$ cat config.mk
export PLATFORM = sky130hd
export DESIGN_NAME = gated_moving_average_unit
export DESIGN_NICKNAME = d
export VERILOG_FILES = /design/src/rtl/gma_pkg.sv /design/src/rtl/gated_moving_average_unit.sv /design/src/rtl/gma_divider.sv
export SDC_FILE = /design/constraint.sdc
export NUM_CORES = 1
export LEC_CHECK = 0
export BUFFER_PORTS_ARGS = -buffer_cell sky130_fd_sc_hd__buf_4
export CAP_MARGIN = 15
export CELL_PAD_IN_SITES_DETAIL_PLACEMENT = 0
export CELL_PAD_IN_SITES_GLOBAL_PLACEMENT = 1
export CORE_UTILIZATION = 52
export CTS_CLUSTER_DIAMETER = 50
export DETAILED_ROUTE_END_ITERATION = 7
export HOLD_SLACK_MARGIN = 0.12
export PLACE_DENSITY_LB_ADDON = 0.3
export SYNTH_ARGS = -nofsm -noshare
export SYNTH_HDL_FRONTEND = slang
export SYNTH_SLANG_ARGS = --single-unit
export TNS_END_PERCENT = 5
$ cat constraint.sdc
create_clock -name clk -period 5.05 [get_ports clk]
set_clock_uncertainty 0.05 [all_clocks]
set_input_delay 0.2525 -clock clk [delete_from_list [all_inputs] [get_ports clk]]
set_output_delay 0.2525 -clock clk [all_outputs]
set_load 0.02 [all_outputs]
$ cat src/rtl/gma_pkg.sv
// ============================================================================
// Gated moving average package
// Shared widths, reset values, register indexes and sequencer states.
// ============================================================================
package gma_pkg;

    localparam int WINDOW      = 60;
    localparam int RATE_W      = 12;
    localparam int COUNT_OUT_W = 6;
    localparam int SLOT_W      = (WINDOW > 1) ? $clog2(WINDOW) : 1;
    localparam int COUNT_W     = $clog2(WINDOW + 1);
    localparam int SUM_W       = $clog2(WINDOW * ((1 << RATE_W) - 1) + 1);
    localparam int DIV_CNT_W   = $clog2(SUM_W + 1);

    localparam int IN_TDATA_W  = ((RATE_W + 7) / 8) * 8;
    localparam int OUT_TDATA_W = ((RATE_W + COUNT_OUT_W + 7) / 8) * 8;

    localparam int CFG_IDX_W   = 1;
    localparam logic [CFG_IDX_W-1:0] REG_MIN_RATE = 1'b0;
    localparam logic [CFG_IDX_W-1:0] REG_MAX_RATE = 1'b1;

    localparam logic [RATE_W-1:0] MIN_RATE_RST = 12'd640;
    localparam logic [RATE_W-1:0] MAX_RATE_RST = 12'd2880;

    typedef enum logic [2:0] {
        ST_IDLE,
        ST_READ,
        ST_UPDATE,
        ST_START,
        ST_DIVIDE,
        ST_EMIT
    } state_t;

endpackage

$ cat src/rtl/gated_moving_average_unit.sv
// ============================================================================
// Gated moving average unit
// Range-gated moving average of heart-rate samples over a ring window.
// ============================================================================
// Usage:
//   Samples (unsigned Q8.4 bpm) enter on the s_axis channel, one per
//   transaction. Each sample yields exactly one result transaction on the
//   m_axis channel: the window average, the accepted flag in tuser and the
//   number of samples held in the window.
//   A sample inside [min_rate, max_rate] replaces the oldest window entry and
//   the average is recomputed by a restoring divider, one quotient bit per
//   cycle; a rejected sample repeats the previous average. s_axis_tready is
//   low while a sample is being processed, so the unit takes no new sample
//   before the result of the last one is loaded into the output register.
//   The result sits in an output register; if the receiver stalls, it holds
//   there, and a following sample is processed but waits before its result.
//   Reset empties the window, clears sum and average, and loads the range
//   registers with 40.0 and 180.0 bpm. The window needs no clearing pass.
//   Range registers are written through cfg_we/cfg_index/cfg_data while idle; the user must ensure this.
// ============================================================================
module gated_moving_average_unit (
    input  logic                              clk,
    input  logic                              rst_n,
    input  logic                              cfg_we,
    input  logic [gma_pkg::CFG_IDX_W-1:0]     cfg_index,
    input  logic [gma_pkg::RATE_W-1:0]        cfg_data,
    input  logic                              s_axis_tvalid,
    output logic                              s_axis_tready,
    // [11:0] sample_rate, upper bits unused
    input  logic [gma_pkg::IN_TDATA_W-1:0]    s_axis_tdata,
    output logic                              m_axis_tvalid,
    input  logic                              m_axis_tready,
    // [11:0] average_rate, [17:12] valid_count, upper bits zero
    output logic [gma_pkg::OUT_TDATA_W-1:0]   m_axis_tdata,
    // [0] accepted
    output logic                              m_axis_tuser
);

    gma_pkg::state_t state_reg, state_next;

    logic [gma_pkg::RATE_W-1:0]  min_rate_reg, max_rate_reg;
    logic [gma_pkg::RATE_W-1:0]  sample_reg, sample_next;
    logic                        take_reg, take_next;
    logic [gma_pkg::SUM_W-1:0]   sum_reg, sum_next;
    logic [gma_pkg::SLOT_W-1:0]  slot_reg, slot_next;
    logic [gma_pkg::COUNT_W-1:0] count_reg, count_next;
    logic [gma_pkg::RATE_W-1:0]  last_avg_reg, last_avg_next;
    logic [gma_pkg::RATE_W-1:0]  rd_data_reg;
    logic [gma_pkg::RATE_W-1:0]  old_entry;

    logic                        out_valid_reg, out_valid_next;
    logic [gma_pkg::RATE_W-1:0]  out_avg_reg, out_avg_next;
    logic                        out_take_reg, out_take_next;
    logic [gma_pkg::COUNT_OUT_W-1:0] out_cnt_reg, out_cnt_next;

    logic                        in_fire;
    logic                        in_range;
    logic                        mem_we;
    logic                        div_start;
    logic                        div_done;
    logic                        emit_load;
    logic                        window_full;
    logic [gma_pkg::SUM_W-1:0]   quotient;

    logic [gma_pkg::RATE_W-1:0] win_mem [gma_pkg::WINDOW];

    assign in_fire     = s_axis_tvalid && s_axis_tready;
    assign in_range    = (s_axis_tdata[gma_pkg::RATE_W-1:0] >= min_rate_reg) &&
                         (s_axis_tdata[gma_pkg::RATE_W-1:0] <= max_rate_reg);
    assign window_full = (count_reg == gma_pkg::COUNT_W'(gma_pkg::WINDOW));
    // Slots at or above the fill count were never written and stand for zero.
    assign old_entry   = window_full ? rd_data_reg : '0;

    // ------------------------------------------------------------------
    // Sequencer: next state
    // ------------------------------------------------------------------
    always_comb
    begin
        state_next = state_reg;
        case (state_reg)
            gma_pkg::ST_IDLE:
            begin
                if (s_axis_tvalid)
                begin
                    state_next = in_range ? gma_pkg::ST_READ : gma_pkg::ST_EMIT;
                end
            end
            gma_pkg::ST_READ:   state_next = gma_pkg::ST_UPDATE;
            gma_pkg::ST_UPDATE: state_next = gma_pkg::ST_START;
            gma_pkg::ST_START:  state_next = gma_pkg::ST_DIVIDE;
            gma_pkg::ST_DIVIDE:
            begin
                if (div_done)
                begin
                    state_next = gma_pkg::ST_EMIT;
                end
            end
            gma_pkg::ST_EMIT:
            begin
                if (!out_valid_reg || m_axis_tready)
                begin
                    state_next = gma_pkg::ST_IDLE;
                end
            end
            default: state_next = gma_pkg::ST_IDLE;
        endcase
    end

    // ------------------------------------------------------------------
    // Sequencer: outputs
    // ------------------------------------------------------------------
    always_comb
    begin
        s_axis_tready = 1'b0;
        mem_we        = 1'b0;
        div_start     = 1'b0;
        emit_load     = 1'b0;
        case (state_reg)
            gma_pkg::ST_IDLE:   s_axis_tready = 1'b1;
            gma_pkg::ST_UPDATE: mem_we        = 1'b1;
            gma_pkg::ST_START:  div_start     = 1'b1;
            gma_pkg::ST_EMIT:   emit_load     = !out_valid_reg || m_axis_tready;
            default:
            begin
                s_axis_tready = 1'b0;
            end
        endcase
    end

    // ------------------------------------------------------------------
    // Datapath next values
    // ------------------------------------------------------------------
    always_comb
    begin
        sample_next   = sample_reg;
        take_next     = take_reg;
        sum_next      = sum_reg;
        slot_next     = slot_reg;
        count_next    = count_reg;
        last_avg_next = last_avg_reg;
        if (in_fire)
        begin
            sample_next = s_axis_tdata[gma_pkg::RATE_W-1:0];
            take_next   = in_range;
        end
        if (mem_we)
        begin
            sum_next  = sum_reg - gma_pkg::SUM_W'(old_entry)
                        + gma_pkg::SUM_W'(sample_reg);
            slot_next = (slot_reg == gma_pkg::SLOT_W'(gma_pkg::WINDOW - 1)) ?
                        '0 : slot_reg + 1'b1;
            if (!window_full)
            begin
                count_next = count_reg + 1'b1;
            end
        end
        if (div_done)
        begin
            last_avg_next = quotient[gma_pkg::RATE_W-1:0];
        end
    end

    always_comb
    begin
        out_valid_next = out_valid_reg;
        out_avg_next   = out_avg_reg;
        out_take_next  = out_take_reg;
        out_cnt_next   = out_cnt_reg;
        if (m_axis_tready)
        begin
            out_valid_next = 1'b0;
        end
        if (emit_load)
        begin
            out_valid_next = 1'b1;
            out_avg_next   = last_avg_reg;
            out_take_next  = take_reg;
            out_cnt_next   = gma_pkg::COUNT_OUT_W'(count_reg);
        end
    end

    // ------------------------------------------------------------------
    // Registers
    // ------------------------------------------------------------------
    always_ff @(posedge clk or negedge rst_n)
    begin
        if (!rst_n)
        begin
            state_reg     <= gma_pkg::ST_IDLE;
            min_rate_reg  <= gma_pkg::MIN_RATE_RST;
            max_rate_reg  <= gma_pkg::MAX_RATE_RST;
            take_reg      <= 1'b0;
            sum_reg       <= '0;
            slot_reg      <= '0;
            count_reg     <= '0;
            last_avg_reg  <= '0;
            out_valid_reg <= 1'b0;
        end
        else
        begin
            state_reg     <= state_next;
            take_reg      <= take_next;
            sum_reg       <= sum_next;
            slot_reg      <= slot_next;
            count_reg     <= count_next;
            last_avg_reg  <= last_avg_next;
            out_valid_reg <= out_valid_next;
            if (cfg_we && (cfg_index == gma_pkg::REG_MIN_RATE))
            begin
                min_rate_reg <= cfg_data;
            end
            if (cfg_we && (cfg_index == gma_pkg::REG_MAX_RATE))
            begin
                max_rate_reg <= cfg_data;
            end
        end
    end

    always_ff @(posedge clk)
    begin
        sample_reg   <= sample_next;
        out_avg_reg  <= out_avg_next;
        out_take_reg <= out_take_next;
        out_cnt_reg  <= out_cnt_next;
    end

    // Window ring: one write and one registered read per cycle, both at the
    // oldest slot.
    always_ff @(posedge clk)
    begin
        if (mem_we)
        begin
            win_mem[slot_reg] <= sample_reg;
        end
        rd_data_reg <= win_mem[slot_reg];
    end

    gma_divider u_divider (
        .clk      (clk),
        .rst_n    (rst_n),
        .start    (div_start),
        .dividend (sum_reg),
        .divisor  (count_reg),
        .done     (div_done),
        .quotient (quotient)
    );

    assign m_axis_tvalid = out_valid_reg;
    assign m_axis_tdata  = gma_pkg::OUT_TDATA_W'({out_cnt_reg, out_avg_reg});
    assign m_axis_tuser  = out_take_reg;

    // ------------------------------------------------------------------
    // Assertions
    // ------------------------------------------------------------------
    a_count_bound: assert property (@(posedge clk) disable iff (!rst_n)
        count_reg <= gma_pkg::COUNT_W'(gma_pkg::WINDOW))
        else $error("fill count above window size");

    a_slot_tracks_count: assert property (@(posedge clk) disable iff (!rst_n)
        !window_full |-> (gma_pkg::COUNT_W'(slot_reg) == count_reg))
        else $error("write slot out of step with fill count");

    a_done_in_divide: assert property (@(posedge clk) disable iff (!rst_n)
        div_done |-> (state_reg == gma_pkg::ST_DIVIDE))
        else $error("divider finished outside the divide state");

    a_take_nonempty: assert property (@(posedge clk) disable iff (!rst_n)
        (emit_load && take_reg) |-> (count_reg != '0))
        else $error("accepted result with an empty window");

endmodule

$ cat src/rtl/gma_divider.sv
// ============================================================================
// Gated moving average divider
// Restoring divider that retires one quotient bit per cycle.
// ============================================================================
module gma_divider (
    input  logic                       clk,
    input  logic                       rst_n,
    input  logic                       start,
    input  logic [gma_pkg::SUM_W-1:0]   dividend,
    input  logic [gma_pkg::COUNT_W-1:0] divisor,
    output logic                       done,
    output logic [gma_pkg::SUM_W-1:0]   quotient
);

    logic                           busy_reg, busy_next;
    logic                           done_reg, done_next;
    logic [gma_pkg::DIV_CNT_W-1:0]  iter_reg, iter_next;
    logic [gma_pkg::COUNT_W-1:0]    rem_reg, rem_next;
    logic [gma_pkg::SUM_W-1:0]      quo_reg, quo_next;
    logic [gma_pkg::COUNT_W-1:0]    div_reg, div_next;
    logic [gma_pkg::COUNT_W:0]      trial;
    logic [gma_pkg::COUNT_W:0]      diff;
    logic                           fits;

    // Shift in the next dividend bit and try to take the divisor off.
    assign trial = {rem_reg, quo_reg[gma_pkg::SUM_W-1]};
    assign diff  = trial - {1'b0, div_reg};
    assign fits  = (trial >= {1'b0, div_reg});

    always_comb
    begin
        busy_next = busy_reg;
        done_next = 1'b0;
        iter_next = iter_reg;
        rem_next  = rem_reg;
        quo_next  = quo_reg;
        div_next  = div_reg;
        if (start)
        begin
            busy_next = 1'b1;
            iter_next = '0;
            rem_next  = '0;
            quo_next  = dividend;
            div_next  = divisor;
        end
        else if (busy_reg)
        begin
            rem_next  = fits ? diff[gma_pkg::COUNT_W-1:0] : trial[gma_pkg::COUNT_W-1:0];
            quo_next  = {quo_reg[gma_pkg::SUM_W-2:0], fits};
            iter_next = iter_reg + 1'b1;
            if (iter_reg == gma_pkg::DIV_CNT_W'(gma_pkg::SUM_W - 1))
            begin
                busy_next = 1'b0;
                done_next = 1'b1;
            end
        end
    end

    always_ff @(posedge clk or negedge rst_n)
    begin
        if (!rst_n)
        begin
            busy_reg <= 1'b0;
            done_reg <= 1'b0;
            iter_reg <= '0;
        end
        else
        begin
            busy_reg <= busy_next;
            done_reg <= done_next;
            iter_reg <= iter_next;
        end
    end

    always_ff @(posedge clk)
    begin
        rem_reg <= rem_next;
        quo_reg <= quo_next;
        div_reg <= div_next;
    end

    assign done     = done_reg;
    assign quotient = quo_reg;

endmodule
==> flow_metrics.tcl <==
set metrics [dict create \
    io_pins 61 \
    grt_first_pass_wirelength_um 125000 \
    syn_inst 2155 \
    syn_area_um2 35800 \
    min_period_ns 3.88 \
    cts-htree-levels 3 \
    switchingPower_mw 6.89 \
    synth-edff-count 775 \
    vias 19700 \
    crit_chain "inv_1 -> ha_1 -> nand3_1 -> nor2_1 -> buf_4 -> and2_1 -> fa_1 -> inv_1 -> ha_1 -> nor2b_1 -> o31ai_1 -> a21oi_1 -> a221oi_2 -> nor3b_1 -> mux2i_1 -> nand2_1" \
    multi_input_area_um2 9040 \
    fp.dieArea_um2 69900 \
    p_comb_frac 0.270 \
    critical-path-top-delay-family "adder cells" \
    remaining_drc_errors 0 \
    synth_area_leaders "edfxtp_1 (65%), mux4_2 (5.2%), dfrtp_1 (5.0%)" \
    postSynthAreaPerCell_um2 16.6 \
    wl_per_cell_um 25.5 \
    globalplace.congestion 0.889 \
    synthFlopType "edfxtp_1" \
    power.share.sequential 0.417 \
    end_kind "flop" \
    track_usage 0.243 \
    ff_latch_area_um2 25600 \
    synth_top_area_share 0.650 \
    antenna_found_initial 1 \
    cts_resized 0 \
    wl_um 84000 \
    cp.arrival_ns 4.34 \
    via_per_inst 5.98 \
    rsz0062_at_grt "false" \
    area_delta_synth_final_pct 14.4 \
    grt_pass1_vias 19800 \
    clkLatencyLatePin_ns 0.66 \
    ir_drop_mv 0.376 \
    clkSinkCount 871 \
    cp_slowest_cell "fa_1" \
    cts-root-buf "clkbuf_16" \
    synth_seq_cells 871 \
    cts_inserted_buffers 95 \
    portBuffers 50 \
    dieWidth_um 264 \
    cts_tree "done" \
    setup_viol 0 \
    relSlewSlack 0.307 \
    yosysTopAreaCell "edfxtp_1" \
    worst_slew_pin_slew_ns 1.04 \
    drtPass1Iterations 5 \
    hold_viol_final 0 \
    largest_reg_flops 720 \
    drtIter0Drc 1842 \
    clk_pin_slew_worst_paths_ns 0.05 \
    ys.warnings.count 0 \
    worstSetupStartpointType "flop" \
    synth_cell_types 76 \
    final_cell_mix "edfxtp_1 (775), buf_4 (158), nor2_1 (142), inv_1 (96), clkbuf_16 (96)" \
    slew_violations 0 \
    overflow 0 \
    fillCellCount 4928 \
    seq_area_frac_synth 0.715 \
    start_util 0.529 \
    regToRegSetupSlack_ns 1.17 \
    sw_frac_of_total 0.316 \
    cp.required_ns 5.51 \
    core_um2 67600 \
    slowest_delay_ns 0.48 \
    grt_max_degree 88 \
    cts_max_path_buffers 3 \
    finalCritPeriodShare 0.767 \
    p_per_area_nw_per_um2 532 \
    crit_fanout 13 \
    synth-async-reset-ratio 0.0896 \
    internal_power_mw 14.9 \
    status "complete, no violations" \
    final_nets 2442 \
    pwr-share-clk 0.314 \
    fmax_ghz 0.258 \
    hpwl_um 50000 \
    hold_path.class "in2reg" \
    cp_num_buf_inv 3 \
    drive_gt1_frac 0.206 \
    diodes 0 \
    fin_util 0.605 \
    post_cts_buffers 0 \
    critPathKind "reg2reg" \
    ant_nets 0 \
    final_common_cell "edfxtp_1" \
    max-cap-violations 0 \
    p_leak_nw 14.2 \
    fin_tns_setup_ns 0 \
    fp.dieH_um 264 \
    std_cell_rows 95 \
]
[path summary, 6_finish.rpt]
kind                                       from               end  depth (start not counted)
worst max-delay path               count_reg[0]       sum_reg[16]                         16
worst min-delay path                     cfg_we   min_rate_reg[7]                          4
worst max register to register     count_reg[0]       sum_reg[16]                         16
worst min register to register  last_avg_reg[6]    out_avg_reg[6]                          0
max in group asynchronous                 rst_n  last_avg_reg[10]                          3
min in group asynchronous                 rst_n       slot_reg[2]                          3
[worst reg2reg max path, stage by stage (launching register included)]
cell and delay (ns):
dfrtp_1 0.40, inv_1 0.09, ha_1 0.20, nand3_1 0.08, nor2_1 0.04, buf_4 0.17
and2_1 0.17, fa_1 0.48, inv_1 0.04, ha_1 0.32, nor2b_1 0.16, o31ai_1 0.37
a21oi_1 0.22, a221oi_2 0.40, nor3b_1 0.29, mux2i_1 0.22, nand2_1 0.06
[through the flow]
stage / power (mW) / hold slack (ns) / setup slack (ns) / cell area (µm²) / instances
floorplan: 13.3 / -0.0931 / 1.43 / 35800 / 2160
global placement: 14.9 / 0.112 / 1.18 / 37300 / 3070
detailed placement: 15.0 / 0.120 / 1.18 / 37300 / 3070
CTS: 21.9 / 0.136 / 1.18 / 40900 / 3296
global route: 22.7 / 0.181 / 0.985 / 41000 / 3297
finish: 21.8 / 0.173 / 1.17 / 41000 / 3297
[layer usage]
| metal | track usage | share of wire | up-vias |
|---|---|---|---|
| li1 | - | - | 8768 |
| met1 | 0.346 | 0.42 | 10100 |
| met2 | 0.384 | 0.48 | 720 |
| met3 | 0.0388 | 0.068 | 138 |
| met4 | 0.0855 | 0.028 | 0 |
| met5 | 0 | 0 | - |
[power groups by stage]
stage / sequential [mW] / clock [mW] / combinational [mW]
6_report: 9.08 / 6.83 / 5.88
5_1_grt: 9.14 / 7.20 / 6.36
4_1_cts: 9.09 / 6.94 / 5.88
3_5_place_dp: 9.24 / 0 / 5.81
3_3_place_gp: 9.21 / 0 / 5.73
2_1_floorplan: 9.11 / 0 / 4.20
[synthesized netlist by cell type, types with 14 or more instances]
cell type / n
edfxtp_1: 775
nor2_1: 144
inv_1: 96
nand2_1: 93
o21ai_0: 88
a21oi_1: 85
mux4_2: 82
mux2i_1: 76
dfrtp_1: 72
mux2_2: 67
ha_1: 53
a22oi_1: 44
a221oi_1: 42
clkbuf_1: 39
o22ai_1: 31
buf_2: 28
buf_4: 23
buf_6: 22
dfxtp_1: 18
a211oi_1: 17
nor3_1: 17
and2_1: 14
nand4_1: 14
[cell type report]
class	instances	area share
clock buffer	112	0.0604
clock inverter	67	0.0161
inverter	97	0.00889
multi-input combinational	1069	0.221
sequential	871	0.625
tap	873	0.0267
timing repair buffer	208	0.0419
[what timing repair did]
| action | 4_1_cts | 5_1_grt |
|---|---|---|
| setup endpoints to repair | 0 | 0 |
| endpoints found under the hold margin | 123 | 0 |
| hold buffers | 47 | 0 |
[cell families (layout without fill, tap and decap cells)]
| family | after synthesis | in the layout | share of synthesized area |
|---|---|---|---|
| xor+xnor | 23 | 23 | 0.00563 |
| simple gates | 343 | 343 | 0.0429 |
| other cells | 1 | 6 | 0.000105 |
| fa+ha+maj | 66 | 66 | 0.0258 |
| flops | 871 | 871 | 0.715 |
| buf+inv | 220 | 484 | 0.0337 |
| compound gates | 389 | 389 | 0.0722 |
| mux | 242 | 242 | 0.105 |
No activity file was read; power rests on OpenSTA's default activity.
